**config.mk**
```make
export PLATFORM = sky130hd
export DESIGN_NAME = fixed_block_free_list_allocator_unit
export DESIGN_NICKNAME = d
export VERILOG_FILES = /design/src/rtl/core/fbfl_pkg.sv /design/src/rtl/core/fixed_block_free_list_allocator_unit.sv /design/src/rtl/core/fbfl_ram.sv /design/src/rtl/core/fbfl_ctrl.sv /design/src/rtl/core/fbfl_out_buf.sv
export VERILOG_INCLUDE_DIRS = /design/src /design/src/rtl/core
export SDC_FILE = /design/constraint.sdc
export NUM_CORES = 2
export LEC_CHECK = 0
export BUFFER_PORTS_ARGS = -buffer_cell sky130_fd_sc_hd__buf_2
export CAP_MARGIN = 20
export CORE_MARGIN = 1.5
export CORE_UTILIZATION = 63
export CTS_BUF_LIST = sky130_fd_sc_hd__clkbuf_16
export CTS_CLUSTER_DIAMETER = 150
export DETAILED_ROUTE_END_ITERATION = 8
export PLACE_DENSITY = 0.79
export SETUP_SLACK_MARGIN = 0.15
export SLEW_MARGIN = 20
export SYNTH_ARGS = -nofsm -noshare
export SYNTH_HDL_FRONTEND = slang
export SYNTH_SLANG_ARGS = --single-unit
```
**constraint.sdc**
```tcl
create_clock -name clk -period 11.27 [get_ports clk]
set_input_delay 0.5635 -clock clk [delete_from_list [all_inputs] [get_ports clk]]
set_output_delay 0.5635 -clock clk [all_outputs]
set_load 0.02 [all_outputs]
```
**src/rtl/core/fixed_block_free_list_allocator_unit_macros.svh**
```systemverilog
// Assertion macros used by the allocator control RTL.
`ifndef FIXED_BLOCK_FREE_LIST_ALLOCATOR_UNIT_MACROS_SVH
`define FIXED_BLOCK_FREE_LIST_ALLOCATOR_UNIT_MACROS_SVH

// Same-cycle implication, disabled during reset.
`define ASSERT_IMPLIES(label, clk, rst_n, ante, cons, msg) \
    label: assert property (@(posedge clk) disable iff (!rst_n) (ante) |-> (cons)) \
        else $error(msg);

// Next-cycle implication, disabled during reset.
`define ASSERT_NEXT(label, clk, rst_n, ante, cons, msg) \
    label: assert property (@(posedge clk) disable iff (!rst_n) (ante) |=> (cons)) \
        else $error(msg);

`endif

```
**src/rtl/core/fbfl_pkg.sv**
```systemverilog
// Types, constants and codes for the fixed block free list allocator.
package fbfl_pkg;

    localparam int MAX_BLOCKS  = 256;
    localparam int INDEX_W     = $clog2(MAX_BLOCKS);
    localparam int LINK_W      = INDEX_W + 1;
    localparam int COUNT_W     = $clog2(MAX_BLOCKS + 1);
    localparam int BYTES_W     = 13;
    localparam int OFFSET_W    = 20;
    localparam int STATUS_W    = 2;
    localparam int CFG_INDEX_W = 2;
    localparam int CFG_DATA_W  = 13;
    localparam int MIN_BYTES   = 8;
    localparam int MAX_BYTES   = 4096;

    // Null link: one past the last block
    localparam logic [LINK_W-1:0] LINK_NULL = LINK_W'(MAX_BLOCKS);

    localparam logic [CFG_INDEX_W-1:0] CFG_BLOCK_COUNT = CFG_INDEX_W'(0);
    localparam logic [CFG_INDEX_W-1:0] CFG_BLOCK_BYTES = CFG_INDEX_W'(1);

    typedef enum logic
    {
        FUNC_ALLOC = 1'b0,
        FUNC_FREE  = 1'b1
    } func_t;

    typedef enum logic [STATUS_W-1:0]
    {
        STATUS_OK            = 2'd0,
        STATUS_OUT_OF_BLOCKS = 2'd1,
        STATUS_INVALID_BLOCK = 2'd2
    } status_t;

    typedef enum logic
    {
        ST_IDLE   = 1'b0,
        ST_LOOKUP = 1'b1
    } state_t;

    typedef struct packed
    {
        logic [INDEX_W-1:0]  granted_index;
        logic [OFFSET_W-1:0] granted_offset;
        status_t             status;
        logic [COUNT_W-1:0]  used_count;
        logic [COUNT_W-1:0]  free_count;
    } result_t;

    typedef struct packed
    {
        logic    valid;
        result_t result;
    } result_push_t;

    typedef struct packed
    {
        logic               wr_en;
        logic [INDEX_W-1:0] wr_addr;
        logic [LINK_W-1:0]  wr_data;
        logic               rd_en;
        logic [INDEX_W-1:0] rd_addr;
    } link_mem_req_t;

endpackage

```
**src/rtl/core/fixed_block_free_list_allocator_unit.sv**
```systemverilog
// Top level of the fixed block free list allocator.
// Hands out equal-sized blocks from a LIFO free list held in a 256-entry link
// RAM; after reset or a block_count write the blocks come out in index order.
// A free, or any refused request, is answered when accepted; a granted
// allocation, from the lookup state after the link RAM's registered read. One
// request is in flight at a time, and a two-entry result queue lets the next
// request be taken while a result still waits on the output. The list is
// usable straight after reset and after a relink: per-entry valid flags stand
// in for the chained reset contents, so there is no clearing pass.
module fixed_block_free_list_allocator_unit (
    input  logic                                clk,
    input  logic                                rst_n,
    input  logic                                cfg_we,
    input  logic [fbfl_pkg::CFG_INDEX_W-1:0]    cfg_index,
    input  logic [fbfl_pkg::CFG_DATA_W-1:0]     cfg_data,
    input  logic                                in_valid,
    output logic                                in_ready,
    input  logic                                func,
    input  logic [fbfl_pkg::INDEX_W-1:0]        free_index,
    output logic                                out_valid,
    input  logic                                out_ready,
    output logic [fbfl_pkg::INDEX_W-1:0]        granted_index,
    output logic [fbfl_pkg::OFFSET_W-1:0]       granted_offset,
    output logic [fbfl_pkg::STATUS_W-1:0]       status,
    output logic [fbfl_pkg::COUNT_W-1:0]        used_count,
    output logic [fbfl_pkg::COUNT_W-1:0]        free_count
);

    import fbfl_pkg::*;

    link_mem_req_t      mem_req;
    logic [LINK_W-1:0]  mem_rd_data;
    result_push_t       push;
    logic               buf_room;
    result_t            out_data;

    fbfl_ctrl u_ctrl (
        .clk         (clk),
        .rst_n       (rst_n),
        .cfg_we      (cfg_we),
        .cfg_index   (cfg_index),
        .cfg_data    (cfg_data),
        .in_valid    (in_valid),
        .in_ready    (in_ready),
        .func        (func),
        .free_index  (free_index),
        .mem_req     (mem_req),
        .mem_rd_data (mem_rd_data),
        .buf_room    (buf_room),
        .push        (push)
    );

    fbfl_ram #(
        .WIDTH (LINK_W),
        .DEPTH (MAX_BLOCKS)
    ) u_link_ram (
        .clk     (clk),
        .wr_en   (mem_req.wr_en),
        .wr_addr (mem_req.wr_addr),
        .wr_data (mem_req.wr_data),
        .rd_en   (mem_req.rd_en),
        .rd_addr (mem_req.rd_addr),
        .rd_data (mem_rd_data)
    );

    fbfl_out_buf u_out_buf (
        .clk       (clk),
        .rst_n     (rst_n),
        .push      (push),
        .room      (buf_room),
        .out_valid (out_valid),
        .out_ready (out_ready),
        .out_data  (out_data)
    );

    assign granted_index  = out_data.granted_index;
    assign granted_offset = out_data.granted_offset;
    assign status         = out_data.status;
    assign used_count     = out_data.used_count;
    assign free_count     = out_data.free_count;

endmodule

```
**src/rtl/core/fbfl_ram.sv**
```systemverilog
// Generic single-write, single-read synchronous RAM with registered read data.
module fbfl_ram #(
    parameter int WIDTH = 9,
    parameter int DEPTH = 256
) (
    input  logic                     clk,
    input  logic                     wr_en,
    input  logic [$clog2(DEPTH)-1:0] wr_addr,
    input  logic [WIDTH-1:0]         wr_data,
    input  logic                     rd_en,
    input  logic [$clog2(DEPTH)-1:0] rd_addr,
    output logic [WIDTH-1:0]         rd_data
);

    logic [WIDTH-1:0] mem [DEPTH];
    logic [WIDTH-1:0] rd_data_reg;

    always_ff @(posedge clk)
    begin
        if (wr_en)
        begin
            mem[wr_addr] <= wr_data;
        end
        if (rd_en)
        begin
            rd_data_reg <= mem[rd_addr];
        end
    end

    assign rd_data = rd_data_reg;

endmodule

```
**src/rtl/core/fbfl_ctrl.sv**
```systemverilog
// Allocator control: configuration, head and usage tracking, link memory access.
`include "fixed_block_free_list_allocator_unit_macros.svh"

module fbfl_ctrl (
    input  logic                                clk,
    input  logic                                rst_n,
    input  logic                                cfg_we,
    input  logic [fbfl_pkg::CFG_INDEX_W-1:0]    cfg_index,
    input  logic [fbfl_pkg::CFG_DATA_W-1:0]     cfg_data,
    input  logic                                in_valid,
    output logic                                in_ready,
    input  logic                                func,
    input  logic [fbfl_pkg::INDEX_W-1:0]        free_index,
    output fbfl_pkg::link_mem_req_t             mem_req,
    input  logic [fbfl_pkg::LINK_W-1:0]         mem_rd_data,
    input  logic                                buf_room,
    output fbfl_pkg::result_push_t              push
);

    import fbfl_pkg::*;

    state_t                  state_reg, state_next;
    logic [COUNT_W-1:0]      block_count_reg, block_count_next;
    logic [BYTES_W-1:0]      block_bytes_reg, block_bytes_next;
    logic [LINK_W-1:0]       head_reg, head_next;
    logic [COUNT_W-1:0]      in_use_reg, in_use_next;
    logic [MAX_BLOCKS-1:0]   link_valid_reg, link_valid_next;

    logic                    accept;
    logic                    is_alloc;
    logic                    alloc_refuse;
    logic                    free_bad;
    logic                    alloc_go;
    logic                    free_go;
    logic [INDEX_W-1:0]      head_idx;
    logic [LINK_W-1:0]       head_plus;
    logic [LINK_W-1:0]       default_link;
    logic [LINK_W-1:0]       link_val;
    logic [INDEX_W+BYTES_W-1:0] product;
    logic [COUNT_W-1:0]      cnt_raw;
    logic [BYTES_W-1:0]      bytes_raw;

    assign head_idx     = head_reg[INDEX_W-1:0];
    assign accept       = in_valid && in_ready;
    assign is_alloc     = (func_t'(func) == FUNC_ALLOC);
    assign alloc_refuse = (head_reg == LINK_NULL) || (head_reg >= block_count_reg)
                          || (in_use_reg >= block_count_reg);
    assign free_bad     = ({1'b0, free_index} >= block_count_reg) || (in_use_reg == '0);
    assign alloc_go     = accept && is_alloc && !alloc_refuse;
    assign free_go      = accept && !is_alloc && !free_bad;

    // An entry never written since the last relink holds its chained default
    assign head_plus    = {1'b0, head_idx} + LINK_W'(1);
    assign default_link = (head_plus < block_count_reg) ? head_plus : LINK_NULL;
    assign link_val     = link_valid_reg[head_idx] ? mem_rd_data : default_link;

    assign product = {{BYTES_W{1'b0}}, head_idx} * {{INDEX_W{1'b0}}, block_bytes_reg};

    assign cnt_raw   = cfg_data[COUNT_W-1:0];
    assign bytes_raw = cfg_data[BYTES_W-1:0];

    always_comb
    begin
        state_next = state_reg;
        unique case (state_reg)
            ST_IDLE:
            begin
                if (alloc_go)
                begin
                    state_next = ST_LOOKUP;
                end
            end
            ST_LOOKUP:
            begin
                state_next = ST_IDLE;
            end
            default:
            begin
                state_next = ST_IDLE;
            end
        endcase
    end

    always_comb
    begin
        block_count_next = block_count_reg;
        block_bytes_next = block_bytes_reg;
        head_next        = head_reg;
        in_use_next      = in_use_reg;
        link_valid_next  = link_valid_reg;

        if (state_reg == ST_LOOKUP)
        begin
            head_next   = link_val;
            in_use_next = in_use_reg + COUNT_W'(1);
        end
        else if (free_go)
        begin
            head_next                   = {1'b0, free_index};
            in_use_next                 = in_use_reg - COUNT_W'(1);
            link_valid_next[free_index] = 1'b1;
        end

        if (cfg_we)
        begin
            if (cfg_index == CFG_BLOCK_COUNT)
            begin
                priority if (cnt_raw == '0)
                    block_count_next = COUNT_W'(1);
                else if (cnt_raw > COUNT_W'(MAX_BLOCKS))
                    block_count_next = COUNT_W'(MAX_BLOCKS);
                else
                    block_count_next = cnt_raw;
                // Relink: every entry falls back to its chained default
                head_next       = '0;
                in_use_next     = '0;
                link_valid_next = '0;
            end
            else if (cfg_index == CFG_BLOCK_BYTES)
            begin
                priority if (bytes_raw < BYTES_W'(MIN_BYTES))
                    block_bytes_next = BYTES_W'(MIN_BYTES);
                else if (bytes_raw > BYTES_W'(MAX_BYTES))
                    block_bytes_next = BYTES_W'(MAX_BYTES);
                else
                    block_bytes_next = bytes_raw;
            end
        end
    end

    always_comb
    begin
        in_ready        = (state_reg == ST_IDLE) && buf_room;

        mem_req.wr_en   = free_go;
        mem_req.wr_addr = free_index;
        mem_req.wr_data = head_reg;
        mem_req.rd_en   = alloc_go;
        mem_req.rd_addr = head_idx;

        push.valid                 = (state_reg == ST_LOOKUP) || (accept && !alloc_go);
        push.result.granted_index  = '0;
        push.result.granted_offset = '0;
        push.result.status         = STATUS_OK;
        push.result.used_count     = in_use_next;
        push.result.free_count     = block_count_reg - in_use_next;

        if (state_reg == ST_LOOKUP)
        begin
            push.result.granted_index  = head_idx;
            push.result.granted_offset = product[OFFSET_W-1:0];
        end
        else if (accept && is_alloc)
        begin
            push.result.status = STATUS_OUT_OF_BLOCKS;
        end
        else if (accept && free_bad)
        begin
            push.result.status = STATUS_INVALID_BLOCK;
        end
    end

    always_ff @(posedge clk or negedge rst_n)
    begin
        if (!rst_n)
        begin
            state_reg       <= ST_IDLE;
            block_count_reg <= COUNT_W'(MAX_BLOCKS);
            block_bytes_reg <= BYTES_W'(MIN_BYTES);
            head_reg        <= '0;
            in_use_reg      <= '0;
            link_valid_reg  <= '0;
        end
        else
        begin
            state_reg       <= state_next;
            block_count_reg <= block_count_next;
            block_bytes_reg <= block_bytes_next;
            head_reg        <= head_next;
            in_use_reg      <= in_use_next;
            link_valid_reg  <= link_valid_next;
        end
    end

    `ASSERT_IMPLIES(a_in_use_bound, clk, rst_n, 1'b1,
        in_use_reg <= block_count_reg, "in_use above block_count")
    `ASSERT_NEXT(a_alloc_lookup, clk, rst_n, mem_req.rd_en,
        state_reg == ST_LOOKUP, "granted alloc did not enter lookup")
    `ASSERT_IMPLIES(a_lookup_head, clk, rst_n, state_reg == ST_LOOKUP,
        head_reg < block_count_reg, "lookup on empty list")
    `ASSERT_IMPLIES(a_push_room, clk, rst_n, push.valid,
        buf_room, "result pushed into full buffer")

endmodule

```
**src/rtl/core/fbfl_out_buf.sv**
```systemverilog
// Two-entry result queue that decouples the allocator from the output channel.
module fbfl_out_buf (
    input  logic                   clk,
    input  logic                   rst_n,
    input  fbfl_pkg::result_push_t push,
    output logic                   room,
    output logic                   out_valid,
    input  logic                   out_ready,
    output fbfl_pkg::result_t      out_data
);

    import fbfl_pkg::*;

    result_t    slot0_reg, slot0_next;
    result_t    slot1_reg, slot1_next;
    logic [1:0] count_reg, count_next;
    logic [1:0] level;
    logic       pop;

    assign out_valid = (count_reg != 2'd0);
    assign room      = (count_reg != 2'd2);
    assign out_data  = slot0_reg;
    assign pop       = out_valid && out_ready;
    assign level     = count_reg - {1'b0, pop};

    always_comb
    begin
        slot0_next = slot0_reg;
        slot1_next = slot1_reg;
        // Advance the queue on a transaction, then append behind what remains
        if (pop)
        begin
            slot0_next = slot1_reg;
        end
        if (push.valid)
        begin
            if (level == 2'd0)
            begin
                slot0_next = push.result;
            end
            else
            begin
                slot1_next = push.result;
            end
        end
        count_next = level + {1'b0, push.valid};
    end

    always_ff @(posedge clk)
    begin
        slot0_reg <= slot0_next;
        slot1_reg <= slot1_next;
    end

    always_ff @(posedge clk or negedge rst_n)
    begin
        if (!rst_n)
        begin
            count_reg <= 2'd0;
        end
        else
        begin
            count_reg <= count_next;
        end
    end

endmodule
```
==> key figures <==
Setup path
  – Critical path capture point type: flip-flop
  – Startpoint Class: flip-flop
  – Worst Path Required: 12,070 ps
  – Max FO, Critical Path: 128
  – Critical path class: reg2reg
  – Arrival time worst endpoint: 7020 ps

Die
  – Num ports: 79
  – Cell row count: 153
  – Initial Utilization: 63.3%
  – Die X-Extent: 420 um
  – Core box area: 0.173 mm^2
  – Die area: 0.177 mm^2
  – Die Y: 420 um

Logic synthesis
  – Post-synth ARST share: 11.0%
  – Synth top area share: 64.6%
  – Post-synthesis sequential area ratio: 72.3%
  – Cells after synthesis: 5,392
  – EDFF count, synth: 2,361
  – Synthesized flop and latch total: 2,708
  – Top FF cell, synth: edfxtp_1
  – Syn Nets: 5,575
  – Yosys warning count: 0
  – Yosys top cell by area: edfxtp_1
  – Mapped Area: 0.110 mm^2
  – Syn Area/Cell: 20.4 um^2
  – Count of cell types in the netlist: 73
  – Main area contributors after synthesis: edfxtp_1, mux4_2, dfrtp_1

Clocking
  – TritonCTS buffer count: 277
  – CTS tree: built
  – Bufs on Longest Clock Path: 4
  – Clock sink total: 2,708
  – H-Tree Depth: 5
  – Clk slew on worst S/H paths: 60 ps
  – # resized after CTS: 0
  – Clk Tree Root Cell: clkbuf_16
  – Worst-Skew Late Latency: 940 ps
  – Post-CTS Setup Inserts: 0

Layout
  – Final Non-Filler Cells: 8,116
  – Register area: 0.0794 mm^2
  – Syn-to-layout area delta: 10.9%
  – Layout cell share with drive strength beyond 1: 26.4%
  – Largest register FFs: 2,304
  – Multi-input logic area: 0.0290 mm^2
  – Fin nets: 5,770
  – Fill cells: 9,981

Pwr
  – Max VDD drop: 0.000497 V
  – Pwr Density: 249 mW/mm^2
  – Final Power: 30.3 mW
  – Pleak: 40.9 nW

Global route
  – Total grt overflow: 0
  – First-pass GRT wire length: 407 mm
  – GRT Overall Usage: 32.6%
  – Vias in the first global route: 57,486
  – Largest net degree at the start of global routing: 231
  – Initial antenna violation count: 12

Routing
  – Vias: 57,302
  – Initial drt markers: 8,636
  – Via/cell ratio: 7.06
  – TritonRoute pass-1 iters: 8
  – DRC: 0
  – Routed len/inst: 34.9 um
  – Routed WL: 283 mm
  – Antenna-violating nets left: 0

Timing
  – Worst hold slack: 63.1 ps
  – Final period util: 55.2%
  – F_max: 161 MHz
  – Worst Skew: 64.7 ps
  – Slew Viols, Final: 0
  – Final hold viol count: 0
  – Setup TNS: 0 ps
  – Worst-Margin Slew: 1210 ps
  – Unrepaired setup endpoints after global routing: false
  – Relative slew slack: 19.2%
  – Minimum clock period: 6220 ps
  – Final Setup Violations: 0

Flow run
  – Max-cap violations: 0

Outcome
  – Outcome: finished clean

Min path
  – Hold Crit Class: in2reg

Placed design
  – Port Buffers: 78
  – DPL Wire Length: 156 mm
  – Placed insts: 7,613
  – Routability cong.: 0.877
## per-stage QoR
step	area, um^2	utilization [%]	setup WS (ps)
floorplan	110000	-	2200
global placement	113000	65.0	5140
detailed placement	113000	65.2	5140
CTS	122000	70.1	5060
global route	122000	70.2	4620
finish	122000	70.2	5050
## cell usage in the layout, fill, tap and decap left out, types with 30 or more instances in the layout
cell type / instances
a21oi_1: 39
and2_1: 112
buf_2: 77
buf_4: 110
clkbuf_16: 285
clkinv_1: 53
clkinv_2: 36
dfrtp_1: 288
dfxtp_1: 48
edfxtp_1: 2361
fa_1: 66
ha_1: 88
inv_1: 182
mux2i_1: 57
mux4_2: 821
nand2_1: 120
nand3_1: 30
nor2_1: 208
nor2_2: 96
o21a_1: 260
o21ai_0: 68
## final timing paths
kind                       depth (start not counted)                    endpoint  slack (ps)                        from
setup / recovery                                  11          u_ctrl.head_reg[6]        5050          u_ctrl.head_reg[0]
hold / removal                                     3          u_ctrl.head_reg[4]          60               free_index[4]
setup reg to reg                                  11          u_ctrl.head_reg[6]        5050          u_ctrl.head_reg[0]
hold reg to reg                                    1  u_ctrl.link_valid_reg[166]         490  u_ctrl.link_valid_reg[166]
max in group asynchronous                          3          u_ctrl.head_reg[6]        9370                       rst_n
min in group asynchronous                          2   u_ctrl.link_valid_reg[18]         250                       rst_n
## layer usage
| layer | up-vias | track usage, % | routed length [um] |
|---|---|---|---|
| met4 | 18 | 15.7 | 14200 |
| met3 | 768 | 8.66 | 32600 |
| li1 | 22288 | - | - |
| met1 | 30089 | 44.0 | 99900 |
| met5 | - | 0 | 117 |
| met2 | 4139 | 50.3 | 136000 |
## area by class of cell
| type | count | area share [%] |
|---|---|---|
| timing repair buffer | 218 | 1.33 |
| clock inverter | 189 | 1.03 |
| multi-input combinational | 2269 | 23.8 |
| antenna | 9 | 0.0185 |
| inverter | 113 | 0.356 |
| sequential | 2708 | 65.2 |
| tap | 2325 | 2.39 |
| clock buffer | 285 | 5.86 |
## synthesized netlist by cell type, types with 13 or more instances
cell type  number
a21o_1         18
edfxtp_1     2361
and2_1        113
inv_1         109
fa_1           66
a21oi_1        39
o21ai_0        68
dfrtp_1       297
clkbuf_1      182
o21a_1        260
nand2_1       124
buf_1          36
nor3_1         22
dfxtp_1        48
nand3_1        36
nor2b_1        20
mux2i_1        57
mux4_2        821
mux2_2         15
o22ai_1        21
buf_2          62
a211oi_1       21
ha_1           88
nand2b_1       13
buf_6          15
nor2_1        304
xnor2_1        22
## cells by family after synthesis
| family | after synthesis | share of synthesized area [%] |
|---|---|---|
| flops | 2708 | 72.3 |
| mux | 894 | 17.5 |
| simple gates | 703 | 3.02 |
| compound gates | 486 | 3.10 |
| buf+inv | 415 | 1.62 |
| fa+ha+maj | 155 | 2.22 |
| xor+xnor | 31 | 0.247 |
## power breakdown
part,switching [mW],total (mW),internal (mW)
combinational,5.26,8.81,3.56
clock,3.74,8.68,4.94
sequential,0.479,12.8,12.4
## what timing repair did
item | CTS | global route
setup endpoints to repair | 0 | 0
endpoints found under the hold margin | 103 | 0
hold buffers | 14 | 0
## critical path: stages, from the launching register on
cell and delay (ps):
dfrtp_4 830, buf_4 790, buf_12 690, buf_4 850, mux4_2 600, nand3_1 90, a21oi_1 150, nor4_1 380
nand3_1 510, a31oi_4 470, mux2i_1 120, a211oi_1 280
(Power assumes the default switching activity.)
